### src/rtl/pkcs1_pkg.sv
`timescale 1ns / 1ps
package pkcs1_pkg;

  localparam int DEF_MAX_BLOCK_BYTES = 512;
  localparam int DEF_WORD_BYTES      = 8;

  localparam int OVERHEAD_BYTES  = 11;
  localparam int MIN_BLOCK_BYTES = 12;
  // separator may not sit before this position (at least 8 padding bytes)
  localparam int MIN_SEP_POS     = 10;

  localparam logic [7:0]  PAD_FF     = 8'hff;
  localparam logic [7:0]  BT_RANDOM  = 8'd2;
  localparam logic [7:0]  BT_FF      = 8'd1;
  localparam logic [31:0] LFSR_POLY  = 32'hD000_0001;
  localparam logic [31:0] LFSR_DEF   = 32'd1;

  localparam logic [1:0] FUNC_DATA   = 2'd0;
  localparam logic [1:0] FUNC_FINISH = 2'd1;
  localparam logic [1:0] FUNC_START  = 2'd2;

  localparam logic [1:0] CFG_DIRECTION   = 2'd0;
  localparam logic [1:0] CFG_KEY_KIND    = 2'd1;
  localparam logic [1:0] CFG_BLOCK_BYTES = 2'd2;
  localparam logic [1:0] CFG_SEED        = 2'd3;

  typedef enum logic [2:0] {
    ST_IDLE,
    ST_FWD,
    ST_SCAN,
    ST_EMIT,
    ST_STATUS
  } state_e;

  typedef struct packed {
    logic start;
    logic write_byte;
    logic close_blk;
    logic set_err;
    logic stat_arm;
    logic stat_fail;
    logic stat_push;
    logic fwd_step;
    logic scan;
    logic scan_to_emit;
    logic emit;
  } cmd_t;

  typedef struct packed {
    logic err;
    logic fill_zero;
    logic full_after;
    logic fwd_last;
    logic scan_done;
    logic scan_ok;
    logic scan_empty;
    logic emit_done;
    logic out_free;
  } stat_t;

  function automatic logic [31:0] lfsr_fwd8(input logic [31:0] v);
    logic [31:0] r;
    r = v;
    for (int k = 0; k < 8; k++) begin
      r = r[0] ? ((r >> 1) ^ LFSR_POLY) : (r >> 1);
    end
    return r;
  endfunction

  // exact inverse of lfsr_fwd8: the feedback bit lands in bit 31
  function automatic logic [31:0] lfsr_back8(input logic [31:0] v);
    logic [31:0] r;
    r = v;
    for (int k = 0; k < 8; k++) begin
      r = r[31] ? (((r ^ LFSR_POLY) << 1) | 32'd1) : (r << 1);
    end
    return r;
  endfunction

endpackage

### src/rtl/pkcs1_ram.sv
`timescale 1ns / 1ps
module pkcs1_ram #(
  parameter int WIDTH = 8,
  parameter int DEPTH = 512
) (
  input  logic                     clk_i,
  input  logic                     we_i,
  input  logic [$clog2(DEPTH)-1:0] waddr_i,
  input  logic [WIDTH-1:0]         wdata_i,
  input  logic                     re_i,
  input  logic [$clog2(DEPTH)-1:0] raddr_i,
  output logic [WIDTH-1:0]         rdata_o
);

  logic [WIDTH-1:0] mem [DEPTH];
  logic [WIDTH-1:0] rdata_q;

  always_ff @(posedge clk_i) begin
    if (we_i) begin
      mem[waddr_i] <= wdata_i;
    end
    if (re_i) begin
      rdata_q <= mem[raddr_i];
    end
  end

  assign rdata_o = rdata_q;

endmodule

### src/rtl/pkcs1_dp.sv
`timescale 1ns / 1ps
module pkcs1_dp #(
  parameter int MAX_BLOCK_BYTES = pkcs1_pkg::DEF_MAX_BLOCK_BYTES,
  parameter int WORD_BYTES      = pkcs1_pkg::DEF_WORD_BYTES
) (
  input  logic              clk_i,
  input  logic              rst_ni,
  input  pkcs1_pkg::cmd_t   cmd_i,
  output pkcs1_pkg::stat_t  stat_o,
  input  logic              dir_i,
  input  logic              key_i,
  input  logic [9:0]        block_bytes_i,
  input  logic [31:0]       seed_i,
  input  logic [7:0]        data_byte_i,
  input  logic              out_ready_i,
  output logic              out_valid_o,
  output logic [63:0]       out_word_o,
  output logic [3:0]        out_count_o,
  output logic              block_end_o,
  output logic              failed_o
);
  import pkcs1_pkg::*;

  localparam int PW = $clog2(MAX_BLOCK_BYTES + 1);
  localparam int AW = $clog2(MAX_BLOCK_BYTES);
  localparam logic [PW-1:0] OVH    = PW'(OVERHEAD_BYTES);
  localparam logic [PW-1:0] RUNMIN = PW'(MIN_SEP_POS);
  localparam logic [3:0]    WLAST  = 4'(WORD_BYTES - 1);

  // effective block size
  logic [10:0]   bbw;
  logic [PW-1:0] size, size_m1, maxd;

  always_comb begin
    bbw = {1'b0, block_bytes_i};
    if (bbw < 11'(MIN_BLOCK_BYTES)) begin
      size = PW'(MIN_BLOCK_BYTES);
    end else if (bbw > 11'(MAX_BLOCK_BYTES)) begin
      size = PW'(MAX_BLOCK_BYTES);
    end else begin
      size = bbw[PW-1:0];
    end
  end
  assign size_m1 = size - PW'(1);
  assign maxd    = size - OVH;

  logic [PW-1:0] fill_q, fill_d;
  logic          err_q, err_d;
  logic [31:0]   lfsr_q, lfsr_d;
  logic [31:0]   work_q, work_d;
  logic [PW-1:0] cnt_q, cnt_d;
  logic [PW-1:0] pos_q, pos_d;
  logic          rd_pend_q, rd_pend_d;
  logic [PW-1:0] rd_pos_q, rd_pos_d;
  logic [PW-1:0] offset_q, offset_d;
  logic [PW-1:0] sep_q, sep_d;
  logic          emit_dec_q, emit_dec_d;
  logic          ok_q, ok_d;
  logic [63:0]   word_q, word_d;
  logic [3:0]    wcnt_q, wcnt_d;
  logic          stat_fail_q, stat_fail_d;
  logic          out_valid_q, out_valid_d;
  logic [63:0]   out_word_q, out_word_d;
  logic [3:0]    out_count_q, out_count_d;
  logic          out_end_q, out_end_d;
  logic          out_fail_q, out_fail_d;

  logic [PW-1:0] fill_lim, fill_new, fill_eff, dlen;
  logic          fill_inc;
  logic          out_free;

  assign fill_lim = dir_i ? size : maxd;
  assign fill_inc = fill_q < fill_lim;
  assign fill_new = fill_q + PW'(fill_inc);
  assign fill_eff = cmd_i.write_byte ? fill_new : fill_q;
  assign dlen     = (fill_eff < maxd) ? fill_eff : maxd;
  assign out_free = !out_valid_q || out_ready_i;

  // store
  logic          ram_we, ram_re;
  logic [AW-1:0] ram_waddr, ram_raddr;
  logic [7:0]    rbyte;
  logic [PW-1:0] waddr_full, raddr_full;

  assign waddr_full = dir_i ? fill_q : fill_q + OVH;
  assign ram_we     = cmd_i.write_byte && fill_inc;
  assign ram_waddr  = waddr_full[AW-1:0];

  pkcs1_ram #(
    .WIDTH(8),
    .DEPTH(MAX_BLOCK_BYTES)
  ) u_store (
    .clk_i  (clk_i),
    .we_i   (ram_we),
    .waddr_i(ram_waddr),
    .wdata_i(data_byte_i),
    .re_i   (ram_re),
    .raddr_i(ram_raddr),
    .rdata_o(rbyte)
  );

  // read sequencing
  logic last, wdone, take, scan_iss, emit_iss;
  assign last     = rd_pos_q == size_m1;
  assign wdone    = (wcnt_q == WLAST) || last;
  assign take     = cmd_i.emit && rd_pend_q && (!wdone || out_free);
  assign scan_iss = cmd_i.scan && (pos_q < size);
  assign emit_iss = cmd_i.emit && (pos_q < size) && (!rd_pend_q || take);
  assign ram_re   = scan_iss || emit_iss;
  assign raddr_full = (cmd_i.scan || emit_dec_q) ? pos_q : pos_q - offset_q;
  assign ram_raddr  = raddr_full[AW-1:0];

  // byte of the block at rd_pos_q
  logic [7:0] pad_byte, ebyte;
  logic       in_pad;
  assign pad_byte = (work_q[7:0] == 8'd0) ? 8'd1 : work_q[7:0];
  assign in_pad   = (rd_pos_q >= PW'(2)) && (rd_pos_q < sep_q);

  always_comb begin
    if (emit_dec_q) begin
      ebyte = rbyte;
    end else if (rd_pos_q == PW'(0)) begin
      ebyte = 8'd0;
    end else if (rd_pos_q == PW'(1)) begin
      ebyte = key_i ? BT_RANDOM : BT_FF;
    end else if (in_pad) begin
      ebyte = key_i ? pad_byte : PAD_FF;
    end else if (rd_pos_q == sep_q) begin
      ebyte = 8'd0;
    end else begin
      ebyte = rbyte;
    end
  end

  logic [63:0] word_ins;
  logic [5:0]  shamt;
  assign shamt    = 6'd56 - {wcnt_q[2:0], 3'b000};
  assign word_ins = word_q | ({56'd0, ebyte} << shamt);

  // separator scan on decode
  logic scan_dat, is0, is1, run, found, exhausted, scan_done;
  logic [7:0] exp_bt;
  assign scan_dat  = cmd_i.scan && rd_pend_q;
  assign is0       = rd_pos_q == PW'(0);
  assign is1       = rd_pos_q == PW'(1);
  assign exp_bt    = key_i ? BT_FF : BT_RANDOM;
  assign run       = key_i ? (rbyte == PAD_FF) : (rbyte != 8'd0);
  assign found     = !is0 && !is1 && !run;
  assign exhausted = !is0 && !is1 && run && last;
  assign scan_done = scan_dat && (found || exhausted);

  always_comb begin
    stat_o            = '0;
    stat_o.err        = err_q;
    stat_o.fill_zero  = fill_q == '0;
    stat_o.full_after = fill_new >= fill_lim;
    stat_o.fwd_last   = cnt_q == PW'(1);
    stat_o.scan_done  = scan_done;
    stat_o.scan_ok    = found && ok_q && (rd_pos_q >= RUNMIN) && (rbyte == 8'd0);
    stat_o.scan_empty = last;
    stat_o.emit_done  = take && last;
    stat_o.out_free   = out_free;
  end

  always_comb begin
    fill_d      = fill_q;
    err_d       = err_q;
    lfsr_d      = lfsr_q;
    work_d      = work_q;
    cnt_d       = cnt_q;
    pos_d       = pos_q;
    rd_pend_d   = rd_pend_q;
    rd_pos_d    = rd_pos_q;
    offset_d    = offset_q;
    sep_d       = sep_q;
    emit_dec_d  = emit_dec_q;
    ok_d        = ok_q;
    word_d      = word_q;
    wcnt_d      = wcnt_q;
    stat_fail_d = stat_fail_q;
    out_valid_d = out_valid_q && !out_ready_i;
    out_word_d  = out_word_q;
    out_count_d = out_count_q;
    out_end_d   = out_end_q;
    out_fail_d  = out_fail_q;

    if (cmd_i.start) begin
      fill_d = '0;
      err_d  = 1'b0;
      lfsr_d = (seed_i == 32'd0) ? LFSR_DEF : seed_i;
    end
    if (cmd_i.write_byte) fill_d = fill_new;
    if (cmd_i.close_blk) begin
      fill_d     = '0;
      cnt_d      = size - dlen - PW'(3);
      offset_d   = size - dlen - OVH;
      sep_d      = size - dlen - PW'(1);
      pos_d      = '0;
      rd_pend_d  = 1'b0;
      emit_dec_d = dir_i;
      ok_d       = 1'b1;
      word_d     = '0;
      wcnt_d     = '0;
    end
    if (cmd_i.set_err)  err_d = 1'b1;
    if (cmd_i.stat_arm) stat_fail_d = cmd_i.stat_fail;

    // padding LFSR runs ahead to its final state, then back down per byte
    if (cmd_i.fwd_step) begin
      lfsr_d = lfsr_fwd8(lfsr_q);
      cnt_d  = cnt_q - PW'(1);
      if (cnt_q == PW'(1)) work_d = lfsr_fwd8(lfsr_q);
    end

    if (ram_re) begin
      pos_d     = pos_q + PW'(1);
      rd_pos_d  = pos_q;
      rd_pend_d = 1'b1;
    end else if (take || cmd_i.scan) begin
      rd_pend_d = 1'b0;
    end

    if (scan_dat) begin
      if (is0) ok_d = ok_q && (rbyte == 8'd0);
      if (is1) ok_d = ok_q && (rbyte == exp_bt);
    end
    if (cmd_i.scan_to_emit) begin
      pos_d     = rd_pos_q + PW'(1);
      rd_pend_d = 1'b0;
    end

    if (take) begin
      if (!emit_dec_q && key_i && in_pad) work_d = lfsr_back8(work_q);
      if (wdone) begin
        out_valid_d = 1'b1;
        out_word_d  = word_ins;
        out_count_d = wcnt_q + 4'd1;
        out_end_d   = last;
        out_fail_d  = 1'b0;
        word_d      = '0;
        wcnt_d      = '0;
      end else begin
        word_d = word_ins;
        wcnt_d = wcnt_q + 4'd1;
      end
    end

    if (cmd_i.stat_push && out_free) begin
      out_valid_d = 1'b1;
      out_word_d  = '0;
      out_count_d = '0;
      out_end_d   = 1'b1;
      out_fail_d  = stat_fail_q;
    end
  end

  always_ff @(posedge clk_i or negedge rst_ni) begin
    if (!rst_ni) begin
      fill_q      <= '0;
      err_q       <= 1'b0;
      lfsr_q      <= LFSR_DEF;
      rd_pend_q   <= 1'b0;
      out_valid_q <= 1'b0;
      wcnt_q      <= '0;
      word_q      <= '0;
    end else begin
      fill_q      <= fill_d;
      err_q       <= err_d;
      lfsr_q      <= lfsr_d;
      rd_pend_q   <= rd_pend_d;
      out_valid_q <= out_valid_d;
      wcnt_q      <= wcnt_d;
      word_q      <= word_d;
    end
  end

  always_ff @(posedge clk_i) begin
    work_q      <= work_d;
    cnt_q       <= cnt_d;
    pos_q       <= pos_d;
    rd_pos_q    <= rd_pos_d;
    offset_q    <= offset_d;
    sep_q       <= sep_d;
    emit_dec_q  <= emit_dec_d;
    ok_q        <= ok_d;
    stat_fail_q <= stat_fail_d;
    out_word_q  <= out_word_d;
    out_count_q <= out_count_d;
    out_end_q   <= out_end_d;
    out_fail_q  <= out_fail_d;
  end

  assign out_valid_o = out_valid_q;
  assign out_word_o  = out_word_q;
  assign out_count_o = out_count_q;
  assign block_end_o = out_end_q;
  assign failed_o    = out_fail_q;

endmodule

### config.mk
export PLATFORM = sky130hd
export DESIGN_NAME = pkcs1_dp
export DESIGN_NICKNAME = d
export VERILOG_FILES = /design/src/rtl/pkcs1_pkg.sv /design/src/rtl/pkcs1_ram.sv /design/src/rtl/pkcs1_dp.sv
export SDC_FILE = /design/constraint.sdc
export NUM_CORES = 2
export LEC_CHECK = 0
export BUFFER_PORTS_ARGS = -buffer_cell sky130_fd_sc_hd__buf_4
export CORE_MARGIN = 8
export CORE_UTILIZATION = 44
export CTS_BUF_LIST = sky130_fd_sc_hd__clkbuf_8
export DETAILED_ROUTE_END_ITERATION = 7
export GPL_ROUTABILITY_DRIVEN = 0
export PLACE_DENSITY = 0.57
export SLEW_MARGIN = 20
export SYNTH_ARGS = -nofsm -noshare
export SYNTH_HDL_FRONTEND = slang
export SYNTH_SLANG_ARGS = --single-unit
### constraint.sdc
create_clock -name clk_i -period 9.5 [get_ports clk_i]
set_input_delay 0.475 -clock clk_i [delete_from_list [all_inputs] [get_ports clk_i]]
set_output_delay 0.475 -clock clk_i [all_outputs]
set_load 0.03 [all_outputs]
==> impl_results.md <==
- Worst stage delay on the critical path: 0.39 ns
- Vias: 106177
- Kind of critical path: input pin to register
- CTS tree: built
- Top cells by area, synth: edfxtp_1 (71%), mux4_2 (6.3%), nand2_1 (3.0%)
- Pwr dens: 286.0 mW/mm2
- Skew final: 0.07978 ns
- Setup TNS: 0 ns
- Largest net degree at the start of global routing: 187
- Post-place instance area: 0.1836 mm2
- RSZ-0062 raised after global routing: false
- Post-Syn Area: 0.1767 mm2
- Area growth from synthesis to layout: 11.79%
- GRT overflow: 0
- Crit start category: input pin
- MaxCap Viol Count: 0
- Max frequency: 122.9 MHz
- DP HPWL: 323900 um
- Fill cell count: 33344
- Failing checks: design-rule violations
- Layout cell share with drive strength beyond 1: 15.22%
- Synth Flop Type: edfxtp_1
- Die H: 649.7 um
- Syn_nets: 11327
- Worst Tran Pin Value: 1.432 ns
- Final setup violation count: 0
- DRC errors left: 3
- Clock sink count: 4370
- Slowest cell on the critical path: or3_1
- Post-synthesis register bit count: 4370
- Crit-path max FO: 10
- Overall routed net length: 538000 um
- CTS clk-pin slew, worst paths: 0.07 ns
- Commonest non-fill, non-tap cell in the layout: edfxtp_1
- Fin. Hold Viols: 0
- Run status: finished with violations
- Starting Density: 44.21%
- Period minus WS final: 8.137 ns
- Most frequent cells in the layout: edfxtp_1 (4155), nand2_1 (1410), nor2_1 (790)
- Clk buf depth: 4
- Area of the die: 0.4221 mm2
- Nets: 11867
- First-pass GRT wire length: 763900 um
- Worst min path class: input pin to register
- Num CTS Buffers: 707
- Vias per Instance: 6.051
- Drt pass-1 iters: 8
- # H-tree levels: 6
- Floorplan row count: 232
- # resized after CTS: 0
- Leakage: 65.23 nW
- Worst skew pair latency: 1.23 ns
- Syn Area/Cell: 15.79 um2
- Num ports: 146
- Slew headroom: 3.644%
- Port Buf Inserts: 145
- Root Driver: clkbuf_8
- CP required: 10.43 ns
- Initial drt markers: 13005
- Cell variety after synth: 93
- CP arrival: 9.07 ns
- Crit end category: register
- Mapped Cells: 11189
- Sequential Area: 0.1296 mm2
- FFs w/ async S/R, synth: 2.586%
- Pins Over Slew Limit: 0
- Warning count from the yosys run: 0
- Sequential fraction of the synthesis area: 73.37%
- Final instance area: 0.1975 mm2
- Die W: 649.7 um
- Avg WL per Cell: 30.66 um
- Gr usage total: 24.55%
- Top cell type by total area after synthesis: edfxtp_1
- Antenna viol nets, final: 0
- Top cell type's share of synthesized area: 70.61%
- Hold Slack: 0.1226 ns
- Initial antenna violation count: 34
- Tcrit/Tclk final: 85.65%
- EDFF count, synth: 4155
- Vias in the first global route: 104578
- Worst VDD drop: 0.0003103 V
- Placeable core area: 0.3997 mm2
- Multi-input gate area: 0.04314 mm2
==> final timing paths <==
path                                  startpoint  slack, ns  cells past startpoint                      to
max in group asynchronous                 rst_ni       8.17                      4  word_q[50]$_DFFE_PN0P_
hold / removal                             key_i       0.12                      7  word_q[20]$_DFFE_PN0P_
hold reg to reg               work_q[14]$_DFF_P_       0.45                      2      work_q[22]$_DFF_P_
setup reg to reg           fill_q[4]$_DFFE_PN0P_       2.20                     36      cnt_q[8]$_DFFE_PP_
setup / recovery                block_bytes_i[5]       1.36                     48      cnt_q[8]$_DFFE_PP_
min in group asynchronous                 rst_ni       0.32                      3   lfsr_q[0]$_DFFE_PN1P_
==> logic make-up (layout without fill, tap and decap cells) <==
kind of cell               after synthesis  count (layout)  share of synthesized area (%)
DFF                                   4370            4370                          73.37
and+or+nand+nor                       2924            2924                          6.923
AOI/OAI and AO/OA                     1946            1946                          7.232
muxes                                  936             936                          8.800
buffers and inverters                  803            1878                          2.473
xor gates and xnor gates               136             136                         0.6741
adders and majority gates               74              74                         0.5304
other                                    0              19                              0
==> repair_timing <==
item	4_1_cts	5_1_grt
hold endpoints to repair	1041	0
hold buffers	132	0
setup buffers	0	0
==> area by class of cell <==
type                    count  area share, %
diodes                     19        0.02407
well taps                5265          3.335
inverters                  69         0.1311
clock buffers             718          5.003
flip-flops and latches   4370          65.63
repair buffers            565          2.693
clock inverters           526          1.350
multi-input cells        6016          21.84
==> registers in the layout, summed over array words and instances, names as in the netlist <==
name	cells
word_q	64
out_count_o	4
pos_q	10
wcnt_q	4
offset_q	8
ok_q	1
out_word_o	64
rd_pos_q	10
u_store.rdata_o	8
err_q	1
u_store.mem	4096
sep_q	10
lfsr_q	32
work_q	32
fill_q	10
block_end_o	1
emit_dec_q	1
failed_o	1
stat_fail_q	1
rd_pend_q	1
out_valid_o	1
cnt_q	10
==> Yosys cell counts (all sizes together), types with 14 or more instances <==
cell       n
a22o     154
mux4     493
edfxtp  4155
xor2      47
dfxtp    102
a221o     34
nor2b     18
a211oi    88
nand4     51
nor4      50
dfrtp    112
nor2     809
o31ai     16
nor3     180
nand3    271
o22ai     56
a22oi    191
and3      44
a21o      14
inv       68
o211ai   121
a21oi    685
a221oi   121
ha        70
or3       14
clkbuf   233
and2      16
o21ai    252
a31oi     59
xnor2     89
buf      501
mux2i    433
a32oi     55
nand2   1414
==> critical path, delay by kind of cell <==
| kind | cells | cell delay, ns |
|---|---|---|
| mux | 2 | 0.41 |
| simple gates | 15 | 2.37 |
| fa+ha+maj | 5 | 1.40 |
| buf+inv | 6 | 0.88 |
| xor+xnor | 4 | 0.74 |
| compound gates | 16 | 2.78 |
==> per-stage QoR <==
| step | util, % | power [mW] | std cells | worst slack (ns) |
|---|---|---|---|---|
| 3_3_place_gp | 45.90 | 41.51 | 16150 | -0.003191 |
| 2_1_floorplan | - | 33.02 | 11189 | 0.6627 |
| 4_1_cts | 49.40 | 56.46 | 17529 | 1.542 |
| 5_1_grt | 49.41 | 58.25 | 17537 | 0.6415 |
| 6_report | 49.42 | 56.49 | 17548 | 1.363 |
| 3_5_place_dp | 45.93 | 41.63 | 16153 | 0.2398 |
==> power by group <==
part	switching, mW	leakage (nW)	internal (mW)
clock network	7.61	7.23	7.19
logic	13.8	18.3	6.15
registers	0.363	39.7	21.4
total	21.8	65.2	34.7
==> metal layers <==
layer | GRT usage (%) | vias to the layer above | part of all wire (%)
met5 | 0 | - | 0.015
li1 | - | 44835 | -
met2 | 38.59 | 5591 | 46
met4 | 8.778 | 12 | 3.8
met1 | 33.73 | 54676 | 40
met3 | 5.556 | 1063 | 10
Power figures use the tool's default switching activity.
