[config.mk]
export PLATFORM = sky130hd
export DESIGN_NAME = pkcs1_ctrl
export DESIGN_NICKNAME = d
export VERILOG_FILES = /design/src/rtl/pkcs1_pkg.sv /design/src/rtl/pkcs1_ctrl.sv
export SDC_FILE = /design/constraint.sdc
export NUM_CORES = 1
export LEC_CHECK = 0
export ABC_AREA = 0
export BUFFER_PORTS_ARGS = -buffer_cell sky130_fd_sc_hd__buf_2
export CORE_AREA = 2 2 39 41
export CTS_CLUSTER_DIAMETER = 40
export CTS_CLUSTER_SIZE = 24
export DETAILED_ROUTE_END_ITERATION = 10
export DIE_AREA = 0 0 41 43
export PLACE_DENSITY = 0.75
export SLEW_MARGIN = 20
export SYNTH_ARGS = -nofsm -noshare
export SYNTH_HDL_FRONTEND = slang
export SYNTH_SLANG_ARGS = --single-unit
[constraint.sdc]
create_clock -name clk_i -period 1.5 [get_ports clk_i]
set_clock_uncertainty 0.1 [all_clocks]
set_input_delay 0.075 -clock clk_i [delete_from_list [all_inputs] [get_ports clk_i]]
set_output_delay 0.075 -clock clk_i [all_outputs]
set_load 0.01 [all_outputs]
[src/rtl/pkcs1_pkg.sv]
`timescale 1ns / 1ps
package pkcs1_pkg;

  localparam int DEF_MAX_BLOCK_BYTES = 512;
  localparam int DEF_WORD_BYTES      = 8;

  localparam int OVERHEAD_BYTES  = 11;
  localparam int MIN_BLOCK_BYTES = 12;
  // separator may not sit before this position (at least 8 padding bytes)
  localparam int MIN_SEP_POS     = 10;

  localparam logic [7:0]  PAD_FF     = 8'hff;
  localparam logic [7:0]  BT_RANDOM  = 8'd2;
  localparam logic [7:0]  BT_FF      = 8'd1;
  localparam logic [31:0] LFSR_POLY  = 32'hD000_0001;
  localparam logic [31:0] LFSR_DEF   = 32'd1;

  localparam logic [1:0] FUNC_DATA   = 2'd0;
  localparam logic [1:0] FUNC_FINISH = 2'd1;
  localparam logic [1:0] FUNC_START  = 2'd2;

  localparam logic [1:0] CFG_DIRECTION   = 2'd0;
  localparam logic [1:0] CFG_KEY_KIND    = 2'd1;
  localparam logic [1:0] CFG_BLOCK_BYTES = 2'd2;
  localparam logic [1:0] CFG_SEED        = 2'd3;

  typedef enum logic [2:0] {
    ST_IDLE,
    ST_FWD,
    ST_SCAN,
    ST_EMIT,
    ST_STATUS
  } state_e;

  typedef struct packed {
    logic start;
    logic write_byte;
    logic close_blk;
    logic set_err;
    logic stat_arm;
    logic stat_fail;
    logic stat_push;
    logic fwd_step;
    logic scan;
    logic scan_to_emit;
    logic emit;
  } cmd_t;

  typedef struct packed {
    logic err;
    logic fill_zero;
    logic full_after;
    logic fwd_last;
    logic scan_done;
    logic scan_ok;
    logic scan_empty;
    logic emit_done;
    logic out_free;
  } stat_t;

  function automatic logic [31:0] lfsr_fwd8(input logic [31:0] v);
    logic [31:0] r;
    r = v;
    for (int k = 0; k < 8; k++) begin
      r = r[0] ? ((r >> 1) ^ LFSR_POLY) : (r >> 1);
    end
    return r;
  endfunction

  // exact inverse of lfsr_fwd8: the feedback bit lands in bit 31
  function automatic logic [31:0] lfsr_back8(input logic [31:0] v);
    logic [31:0] r;
    r = v;
    for (int k = 0; k < 8; k++) begin
      r = r[31] ? (((r ^ LFSR_POLY) << 1) | 32'd1) : (r << 1);
    end
    return r;
  endfunction

endpackage

[src/rtl/pkcs1_ctrl.sv]
`timescale 1ns / 1ps
module pkcs1_ctrl (
  input  logic              clk_i,
  input  logic              rst_ni,
  input  logic              in_valid_i,
  output logic              in_ready_o,
  input  logic [1:0]        func_i,
  input  logic              dir_i,
  input  logic              key_i,
  input  pkcs1_pkg::stat_t  stat_i,
  output pkcs1_pkg::cmd_t   cmd_o
);
  import pkcs1_pkg::*;

  state_e state_q, state_d;
  logic   take;

  assign take = in_valid_i && (state_q == ST_IDLE);

  always_comb begin
    state_d = state_q;
    case (state_q)
      ST_IDLE: begin
        if (take && (func_i == FUNC_DATA || func_i == FUNC_FINISH)) begin
          if (stat_i.err) begin
            state_d = ST_STATUS;
          end else if ((func_i == FUNC_DATA && stat_i.full_after) ||
                       (func_i == FUNC_FINISH && !stat_i.fill_zero && !dir_i)) begin
            state_d = dir_i ? ST_SCAN : (key_i ? ST_FWD : ST_EMIT);
          end else if (func_i == FUNC_FINISH && !stat_i.fill_zero) begin
            state_d = ST_STATUS;
          end
        end
      end
      ST_FWD: begin
        if (stat_i.fwd_last) state_d = ST_EMIT;
      end
      ST_SCAN: begin
        if (stat_i.scan_done) begin
          state_d = (!stat_i.scan_ok || stat_i.scan_empty) ? ST_STATUS : ST_EMIT;
        end
      end
      ST_EMIT: begin
        if (stat_i.emit_done) state_d = ST_IDLE;
      end
      ST_STATUS: begin
        if (stat_i.out_free) state_d = ST_IDLE;
      end
      default: state_d = ST_IDLE;
    endcase
  end

  always_comb begin
    cmd_o      = '0;
    in_ready_o = 1'b0;
    case (state_q)
      ST_IDLE: begin
        in_ready_o = 1'b1;
        if (take) begin
          if (func_i == FUNC_START) begin
            cmd_o.start = 1'b1;
          end else if (func_i == FUNC_DATA || func_i == FUNC_FINISH) begin
            if (stat_i.err) begin
              cmd_o.stat_arm  = 1'b1;
              cmd_o.stat_fail = 1'b1;
            end else if (func_i == FUNC_DATA) begin
              cmd_o.write_byte = 1'b1;
              cmd_o.close_blk  = stat_i.full_after;
            end else if (!stat_i.fill_zero) begin
              if (dir_i) begin
                // partial block on decode
                cmd_o.set_err   = 1'b1;
                cmd_o.stat_arm  = 1'b1;
                cmd_o.stat_fail = 1'b1;
              end else begin
                cmd_o.close_blk = 1'b1;
              end
            end
          end
        end
      end
      ST_FWD: cmd_o.fwd_step = 1'b1;
      ST_SCAN: begin
        cmd_o.scan = 1'b1;
        if (stat_i.scan_done) begin
          if (!stat_i.scan_ok) begin
            cmd_o.set_err   = 1'b1;
            cmd_o.stat_arm  = 1'b1;
            cmd_o.stat_fail = 1'b1;
          end else if (stat_i.scan_empty) begin
            cmd_o.stat_arm  = 1'b1;
          end else begin
            cmd_o.scan_to_emit = 1'b1;
          end
        end
      end
      ST_EMIT: cmd_o.emit = 1'b1;
      ST_STATUS: cmd_o.stat_push = 1'b1;
      default: cmd_o = '0;
    endcase
  end

  always_ff @(posedge clk_i or negedge rst_ni) begin
    if (!rst_ni) begin
      state_q <= ST_IDLE;
    end else begin
      state_q <= state_d;
    end
  end

endmodule

==> impl_metrics.xml, run 1 <==
<?xml version="1.0" encoding="UTF-8"?>
<metrics>
  <group name="global_routing">
    <metric name="grt_pass1_vias" unit="">506</metric>
    <metric name="grt_start_max_net_pins" unit="">10</metric>
    <metric name="number_of_antenna_violations_at_the_first_check_in_global_routing" unit="">0</metric>
    <metric name="globalRouteTotalUtil" unit="%">18.41</metric>
    <metric name="grt_overflow" unit="">0</metric>
    <metric name="grt_pass1_wl" unit="mm">2.180</metric>
  </group>
  <group name="critical_path">
    <metric name="arrival_worst_endpoint" unit="ns">1.59</metric>
    <metric name="critPathMaxFanout" unit="">3</metric>
    <metric name="critPathKind" unit="">register to output pin</metric>
    <metric name="slowest_delay" unit="ns">0.41</metric>
    <metric name="timing.critical_path.cells" unit="">nor3_4, nand2_2, or3_4, o22ai_4, buf_6</metric>
    <metric name="critical_path_required" unit="ns">1.32</metric>
    <metric name="sort_of_element_at_the_start_of_the_critical_path" unit="">register</metric>
    <metric name="critical_path.slowest_cell" unit="">sky130_fd_sc_hd__dfrtp_2</metric>
    <metric name="endpoint_kind" unit="">output pin</metric>
  </group>
  <group name="placed_design">
    <metric name="finalWeightedCongestion" unit="">0.8300</metric>
    <metric name="io_buffers" unit="">27</metric>
    <metric name="half_perimeter_wire_length_after_placement" unit="mm">1.008</metric>
  </group>
  <group name="routing">
    <metric name="route.antenna.remaining_nets" unit="">0</metric>
    <metric name="route.detailed.vias_per_inst" unit="">5.093</metric>
    <metric name="via_count" unit="">601</metric>
    <metric name="drt_drc_violations_left" unit="">0</metric>
    <metric name="drt_first_iter_violations" unit="">12</metric>
    <metric name="drt-wirelength-per-cell" unit="um">13.49</metric>
    <metric name="detail_route.wirelength" unit="mm">1.592</metric>
    <metric name="first_pass_iters" unit="">4</metric>
  </group>
  <group name="synth">
    <metric name="synth.net_count" unit="">70</metric>
    <metric name="synth_cell_type_count" unit="">30</metric>
    <metric name="ys_seq_elements" unit="">3</metric>
    <metric name="yosysSeqAreaShare" unit="%">18.13</metric>
    <metric name="synth_area_leaders" unit="">sky130_fd_sc_hd__dfrtp_1, sky130_fd_sc_hd__or3_1, sky130_fd_sc_hd__o21ai_0, sky130_fd_sc_hd__inv_1, sky130_fd_sc_hd__nor2_1</metric>
    <metric name="syn-instance-count" unit="">54</metric>
    <metric name="number_of_warnings_reported_in_the_yosys_synthesis_log" unit="">0</metric>
    <metric name="synthesis.area_per_instance" unit="um2">7.669</metric>
    <metric name="post-synth-top-area-cell" unit="">sky130_fd_sc_hd__dfrtp_1</metric>
    <metric name="synthesized_area" unit="um2">414.1</metric>
    <metric name="synthDominantCellAreaShare" unit="%">18.13</metric>
  </group>
  <group name="finish">
    <metric name="biggestRegsByFlops" unit="">state_q x3</metric>
    <metric name="largest_register_ffs" unit="">3</metric>
    <metric name="registers.top_by_ff_count" unit="">state_q</metric>
    <metric name="area_growth_syn_to_layout" unit="%">109.7</metric>
    <metric name="final_layout_size_suffix_gt1_share" unit="%">72.55</metric>
    <metric name="finish.net_count" unit="">119</metric>
    <metric name="antenna-diode-count" unit="">0</metric>
  </group>
  <group name="pwr">
    <metric name="combPwrFrac" unit="%">46.3</metric>
    <metric name="clock_power_share" unit="%">33.7</metric>
    <metric name="powerDensity" unit="nW/um2">524.5</metric>
    <metric name="netSwitchingFraction" unit="%">34.62</metric>
    <metric name="internal" unit="uW">297.8</metric>
    <metric name="static-leakage-power" unit="uW">0.0003981</metric>
    <metric name="switching_power" unit="uW">157.7</metric>
    <metric name="finalPower" unit="uW">455.4</metric>
    <metric name="sequential_fraction_of_design_power" unit="%">20.0</metric>
    <metric name="vdd.ir_drop.worst" unit="mV">0.4246</metric>
  </group>
  <group name="timing">
    <metric name="slew_limit_headroom" unit="%">62.06</metric>
    <metric name="fin_crit_sh" unit="%">117.6</metric>
    <metric name="finalHoldViolCount" unit="">0</metric>
    <metric name="max_freq" unit="MHz">566.9</metric>
    <metric name="setup_total_negative_slack" unit="ns">-2.218</metric>
    <metric name="whs" unit="ns">0.04758</metric>
    <metric name="timing.final.setup_violations" unit="">12</metric>
    <metric name="setup_repair_after_global_routing_missed_its_margin" unit="">true</metric>
    <metric name="tightestPinTransition" unit="ns">0.5632</metric>
    <metric name="report.final.slew_viol_count" unit="">0</metric>
    <metric name="layout_min_cycle_time" unit="ns">1.764</metric>
    <metric name="min_setup_slack_post_route" unit="ns">-0.2640</metric>
  </group>
  <group name="clocking">
    <metric name="cts_made_buffers" unit="">3</metric>
    <metric name="cts_tree" unit="">built</metric>
    <metric name="clk_latency" unit="ns">0.25</metric>
    <metric name="cts.clk_slew.worst_paths" unit="ns">0.04</metric>
    <metric name="clock_tree.htree_level_count" unit="">1</metric>
    <metric name="cts_max_path_buffers" unit="">2</metric>
    <metric name="cts-root-buf" unit="">sky130_fd_sc_hd__clkbuf_4</metric>
    <metric name="clkSinkCount" unit="">3</metric>
  </group>
  <group name="floorplanning">
    <metric name="die_width" unit="um">41</metric>
    <metric name="core.rowCount" unit="">14</metric>
    <metric name="die_height" unit="um">43</metric>
    <metric name="floorplan.initialDensity" unit="%">29.93</metric>
    <metric name="core" unit="um2">1384</metric>
    <metric name="ioPinCount" unit="">28</metric>
    <metric name="fp.dieArea" unit="um2">1763</metric>
  </group>
  <group name="outcome">
    <metric name="violated_checks" unit="">setup timing</metric>
    <metric name="run_status" unit="">complete, but fails checks</metric>
  </group>
  <group name="job">
    <metric name="cap_violations" unit="">0</metric>
  </group>
  <group name="worst_hold_path">
    <metric name="min_path_type" unit="">input pin to async pin</metric>
  </group>
</metrics>
==> cell type report <==
class	count	area (um2)
tap	16	20.02
fill	115	515.5
inverter	5	23.77
sequential	3	77.57
multi-input combinational	44	394.1
clock buffer	4	26.28
timing repair buffer	46	326.6
==> logic make-up after synthesis <==
family / Yosys count / share of synthesized area, %
and+or+nand+nor: 26 / 36.86
AOI/OAI and AO/OA: 17 / 31.72
buffers and inverters: 7 / 10.57
DFF: 3 / 18.13
muxes: 1 / 2.719
==> synthesized netlist by cell type <==
cell                       count
sky130_fd_sc_hd__clkbuf_8      1
sky130_fd_sc_hd__a221o_1       1
sky130_fd_sc_hd__nor2b_1       1
sky130_fd_sc_hd__or3_4         1
sky130_fd_sc_hd__nor4_1        2
sky130_fd_sc_hd__o21ai_0       4
sky130_fd_sc_hd__o21ai_1       1
sky130_fd_sc_hd__nand2b_1      2
sky130_fd_sc_hd__and2b_1       1
sky130_fd_sc_hd__o32ai_2       1
sky130_fd_sc_hd__dfrtp_1       3
sky130_fd_sc_hd__inv_1         5
sky130_fd_sc_hd__nor3b_1       1
sky130_fd_sc_hd__o221ai_1      1
sky130_fd_sc_hd__a21oi_2       1
sky130_fd_sc_hd__o211ai_2      1
sky130_fd_sc_hd__and3_1        1
sky130_fd_sc_hd__buf_6         1
sky130_fd_sc_hd__nor3_1        2
sky130_fd_sc_hd__a221oi_1      1
sky130_fd_sc_hd__or3_1         5
sky130_fd_sc_hd__nor2_1        5
sky130_fd_sc_hd__a31oi_1       1
sky130_fd_sc_hd__a211oi_1      1
sky130_fd_sc_hd__o22ai_2       1
sky130_fd_sc_hd__a21oi_1       3
sky130_fd_sc_hd__mux2_2        1
sky130_fd_sc_hd__or4_1         1
sky130_fd_sc_hd__nand2_1       3
sky130_fd_sc_hd__nor3_2        1
==> critical path: cells and delay by family (launching register included) <==
family / cells / cell delay, ns
DFF: 1 / 0.41
AOI/OAI and AO/OA: 1 / 0.13
buffers and inverters: 1 / 0.12
and+or+nand+nor: 3 / 0.68
==> what timing repair did <==
| item | CTS | global route |
|---|---|---|
| setup buffers | 6 | 4 |
| hold buffers | 2 | 0 |
| endpoints found under the hold margin | 4 | 0 |
| setup endpoints to repair | 11 | 14 |
| pin swaps | 6 | 8 |
| resized for setup | 10 | 22 |
==> stage by stage <==
stage	utilization, %	setup WS, ns	area [um2]	instances
2_1_floorplan	-	0.007872	430.4	54
3_3_place_gp	44.30	-0.02733	613.1	102
3_5_place_dp	44.30	-0.06004	613.1	102
4_1_cts	53.25	-0.2725	737.0	114
5_1_grt	62.75	-0.3345	868.3	118
6_report	62.75	-0.2640	868.3	118
==> power groups by stage <==
stage / clock network (uW) / registers, uW / logic, uW
after global routing: 162 / 91.8 / 228
after CTS: 152 / 90.7 / 178
after detailed placement: 0 / 92.0 / 147
after global placement: 0 / 91.8 / 144
final: 154 / 91.1 / 211
after floorplan: 0 / 93.1 / 76.2
==> routing by layer <==
layer  wire length (um)  vias to the layer above  global-route usage [%]  share of wire [%]
met5                  0                        -                       0                  0
met4                 24                        0                   8.000                1.5
met3                 92                        2                   3.141                5.8
met2                844                       24                   29.38                 53
met1                631                      274                   22.98                 40
li1                   -                      301                       -                  -
==> final timing paths <==
kind / startpoint / slack, ns / endpoint / cells past startpoint
min in group clk_i: stat_i[1] / 0.08 / state_q[0] / 4
min: rst_ni / 0.05 / state_q[2] / 2
min reg2reg: state_q[0] / 0.67 / state_q[2] / 4
max in group asynchronous: rst_ni / 1.12 / state_q[0] / 2
max: state_q[0] / -0.26 / cmd_o[7] / 5
max reg2reg: state_q[0] / -0.21 / state_q[1] / 6
==> placed cells by master, fill, tap and decap left out, types with 2 or more instances in the layout <==
cell type / Yosys / layout
sky130_fd_sc_hd__clkbuf_4: 0 / 3
sky130_fd_sc_hd__inv_1: 5 / 3
sky130_fd_sc_hd__buf_2: 0 / 23
sky130_fd_sc_hd__buf_6: 1 / 9
sky130_fd_sc_hd__a21oi_1: 3 / 3
sky130_fd_sc_hd__dlygate4sd3_1: 0 / 2
sky130_fd_sc_hd__o21ai_2: 0 / 2
sky130_fd_sc_hd__buf_4: 0 / 12
sky130_fd_sc_hd__or3_1: 5 / 2
sky130_fd_sc_hd__nand2_2: 0 / 2
sky130_fd_sc_hd__nor4_1: 2 / 2
sky130_fd_sc_hd__o21ai_0: 4 / 2
sky130_fd_sc_hd__or3_4: 1 / 4
sky130_fd_sc_hd__dfrtp_2: 0 / 2
sky130_fd_sc_hd__nor2_1: 5 / 3
Note: power is estimated with default switching activity, not from simulation.
==> run 2: changes to the inputs <==
--- a/config.mk
+++ b/config.mk
@@ -13,6 +13,7 @@
 export DETAILED_ROUTE_END_ITERATION = 10
 export DIE_AREA = 0 0 41 43
 export PLACE_DENSITY = 0.75
+export SKIP_LAST_GASP = 1
 export SLEW_MARGIN = 20
 export SYNTH_ARGS = -nofsm -noshare
 export SYNTH_HDL_FRONTEND = slang
==> run 2 against run 1 <==
Compared with the run above:
- the run still ends with setup timing left
- global-route usage did not move
- setup slack better by 0.0025 ns
- die area unchanged
- design area decreased by 0.14%
- clock-buffer cell count stayed put
- power decreased by 0.33%
- maximum frequency is 0.14% higher
- sequential power is essentially flat
- non-clock buffer count unchanged
- combinational power hardly changed
- critical path type unchanged
==> impl_metrics.xml, run 2 (synthesis gave the netlist of run 1 again) <==
<?xml version="1.0" encoding="UTF-8"?>
<metrics>
  <group name="timing">
    <metric name="setup_total_negative_slack" unit="ns">-2.246</metric>
    <metric name="report.final.slew_viol_count" unit="">0</metric>
    <metric name="tightestPinTransition" unit="ns">0.5557</metric>
    <metric name="whs" unit="ns">0.04835</metric>
    <metric name="slew_limit_headroom" unit="%">62.57</metric>
    <metric name="finalHoldViolCount" unit="">0</metric>
    <metric name="layout_min_cycle_time" unit="ns">1.762</metric>
    <metric name="fin_crit_sh" unit="%">117.4</metric>
    <metric name="min_setup_slack_post_route" unit="ns">-0.2616</metric>
    <metric name="max_freq" unit="MHz">567.7</metric>
    <metric name="timing.final.setup_violations" unit="">12</metric>
    <metric name="setup_repair_after_global_routing_missed_its_margin" unit="">true</metric>
  </group>
  <group name="floorplanning">
    <metric name="ioPinCount" unit="">28</metric>
    <metric name="core.rowCount" unit="">14</metric>
    <metric name="fp.dieArea" unit="um2">1763</metric>
    <metric name="die_height" unit="um">43</metric>
    <metric name="core" unit="um2">1384</metric>
    <metric name="die_width" unit="um">41</metric>
    <metric name="floorplan.initialDensity" unit="%">29.93</metric>
  </group>
  <group name="routing">
    <metric name="via_count" unit="">598</metric>
    <metric name="detail_route.wirelength.met1" unit="um">633</metric>
    <metric name="first_pass_iters" unit="">4</metric>
    <metric name="route.detailed.vias_per_inst" unit="">5.068</metric>
    <metric name="detail_route.wirelength" unit="mm">1.567</metric>
    <metric name="met3_length" unit="um">84</metric>
    <metric name="drt-wirelength-per-cell" unit="um">13.28</metric>
    <metric name="drt_first_iter_violations" unit="">11</metric>
    <metric name="route.top_layer_used" unit="">met4</metric>
    <metric name="drt_drc_violations_left" unit="">0</metric>
    <metric name="met2_length" unit="um">801</metric>
    <metric name="route.antenna.remaining_nets" unit="">0</metric>
  </group>
  <group name="finish">
    <metric name="biggestRegsByFlops" unit="">state_q x3</metric>
    <metric name="largest_register_ffs" unit="">3</metric>
    <metric name="antenna-diode-count" unit="">0</metric>
    <metric name="utilization" unit="%">62.66</metric>
    <metric name="area_growth_syn_to_layout" unit="%">109.4</metric>
    <metric name="registers.top_by_ff_count" unit="">state_q</metric>
    <metric name="final.fill_count" unit="">115</metric>
    <metric name="final_design_area_no_fill" unit="um2">867.1</metric>
    <metric name="final_common_cell" unit="">sky130_fd_sc_hd__buf_2</metric>
    <metric name="final_layout_size_suffix_gt1_share" unit="%">72.55</metric>
    <metric name="finish.net_count" unit="">119</metric>
    <metric name="layout.cells.most_common_list" unit="">sky130_fd_sc_hd__buf_2, sky130_fd_sc_hd__buf_4, sky130_fd_sc_hd__buf_6</metric>
  </group>
  <group name="critical_path">
    <metric name="critical_path.slowest_cell" unit="">sky130_fd_sc_hd__dfrtp_2</metric>
    <metric name="critPathKind" unit="">register to output pin</metric>
    <metric name="timing.critical_path.cells" unit="">nor3_4, nand2_2, or3_4, o22ai_4, buf_6</metric>
    <metric name="critPathMaxFanout" unit="">3</metric>
    <metric name="critical_path_required" unit="ns">1.32</metric>
    <metric name="endpoint_kind" unit="">output pin</metric>
    <metric name="sort_of_element_at_the_start_of_the_critical_path" unit="">register</metric>
    <metric name="arrival_worst_endpoint" unit="ns">1.59</metric>
    <metric name="cp_top_family" unit="">simple AND/OR/NAND/NOR gates</metric>
    <metric name="slowest_delay" unit="ns">0.41</metric>
    <metric name="critPathBufInv" unit="">1</metric>
  </group>
  <group name="clocking">
    <metric name="clk_latency" unit="ns">0.25</metric>
    <metric name="cts_made_buffers" unit="">3</metric>
    <metric name="cts-root-buf" unit="">sky130_fd_sc_hd__clkbuf_4</metric>
    <metric name="cts_tree" unit="">built</metric>
    <metric name="clkSinkCount" unit="">3</metric>
    <metric name="cts_max_path_buffers" unit="">2</metric>
    <metric name="cts.clk_slew.worst_paths" unit="ns">0.04</metric>
    <metric name="clock_tree.htree_level_count" unit="">1</metric>
  </group>
  <group name="global_routing">
    <metric name="grt_start_max_net_pins" unit="">10</metric>
    <metric name="grt_overflow" unit="">0</metric>
    <metric name="number_of_antenna_violations_at_the_first_check_in_global_routing" unit="">0</metric>
    <metric name="grt_pass1_wl" unit="mm">2.180</metric>
    <metric name="grt_pass1_vias" unit="">506</metric>
    <metric name="globalRouteTotalUtil" unit="%">18.41</metric>
  </group>
  <group name="outcome">
    <metric name="violated_checks" unit="">setup timing</metric>
    <metric name="run_status" unit="">complete, but fails checks</metric>
  </group>
  <group name="pwr">
    <metric name="powerDensity" unit="nW/um2">523.5</metric>
    <metric name="vdd.ir_drop.worst" unit="mV">0.4340</metric>
    <metric name="finalPower" unit="uW">453.9</metric>
    <metric name="static-leakage-power" unit="uW">0.0004000</metric>
  </group>
  <group name="placed_design">
    <metric name="half_perimeter_wire_length_after_placement" unit="mm">1.008</metric>
    <metric name="place_area" unit="um2">613.1</metric>
    <metric name="finalWeightedCongestion" unit="">0.8300</metric>
    <metric name="io_buffers" unit="">27</metric>
  </group>
  <group name="job">
    <metric name="cap_violations" unit="">0</metric>
  </group>
  <group name="worst_hold_path">
    <metric name="min_path_type" unit="">input pin to async pin</metric>
  </group>
</metrics>
-- run 2: cell type report --
| class | instances | area, um2 | share of cell area, % |
|---|---|---|---|
| multi-input combinational | 44 | 394.1 | 45.45 |
| timing repair buffer | 46 | 326.6 | 37.66 |
| sequential | 3 | 77.57 | 8.947 |
| clock buffer | 4 | 26.28 | 3.030 |
| inverter | 5 | 22.52 | 2.597 |
| tap | 16 | 20.02 | 2.309 |
-- run 2: per-layer routing --
| metal | vias up | track usage (%) |
|---|---|---|
| met4 | 0 | 8.000 |
| met1 | 270 | 22.98 |
| met3 | 4 | 3.141 |
| met5 | - | 0 |
| met2 | 22 | 29.38 |
| li1 | 302 | - |
-- run 2: power breakdown --
part / internal (uW) / leakage [uW] / total, uW / switching, uW
clock network: 100 / 0.0000150 / 153 / 52.5
logic: 111 / 0.000347 / 210 / 98.7
registers: 85.8 / 0.0000377 / 91.1 / 5.22
-- run 2: metrics by stage --
step	setup WS [ns]	cells
detailed placement	-0.06004	102
finish	-0.2616	118
global placement	-0.02733	102
global route	-0.3345	118
floorplan	0.007872	54
CTS	-0.2725	114
-- run 2: final timing paths --
check | from | slack [ns] | depth (start not counted) | end
max in group asynchronous | rst_ni | 1.12 | 2 | state_q[0]
max reg2reg | state_q[0] | -0.21 | 6 | state_q[1]
max | state_q[0] | -0.26 | 5 | cmd_o[7]
min in group clk_i | stat_i[1] | 0.08 | 4 | state_q[0]
min reg2reg | state_q[0] | 0.67 | 4 | state_q[2]
min | rst_ni | 0.05 | 2 | state_q[2]
-- run 2: worst register-to-register path, cell delays in order (launching register included) --
cell and delay, ns:
sky130_fd_sc_hd__dfrtp_2 0.41, sky130_fd_sc_hd__buf_4 0.14, sky130_fd_sc_hd__buf_6 0.11, sky130_fd_sc_hd__or4_4 0.50, sky130_fd_sc_hd__o21ai_2 0.08, sky130_fd_sc_hd__a31oi_2 0.06, sky130_fd_sc_hd__o32ai_2 0.21
-- run 2: timing repair --
action / in CTS / in global routing
hold buffers: 2 / 0
endpoints found under the hold margin: 4 / 0
setup buffers: 6 / 4
resized for setup: 9 / 21
setup endpoints to repair: 11 / 14
pin swaps: 6 / 9
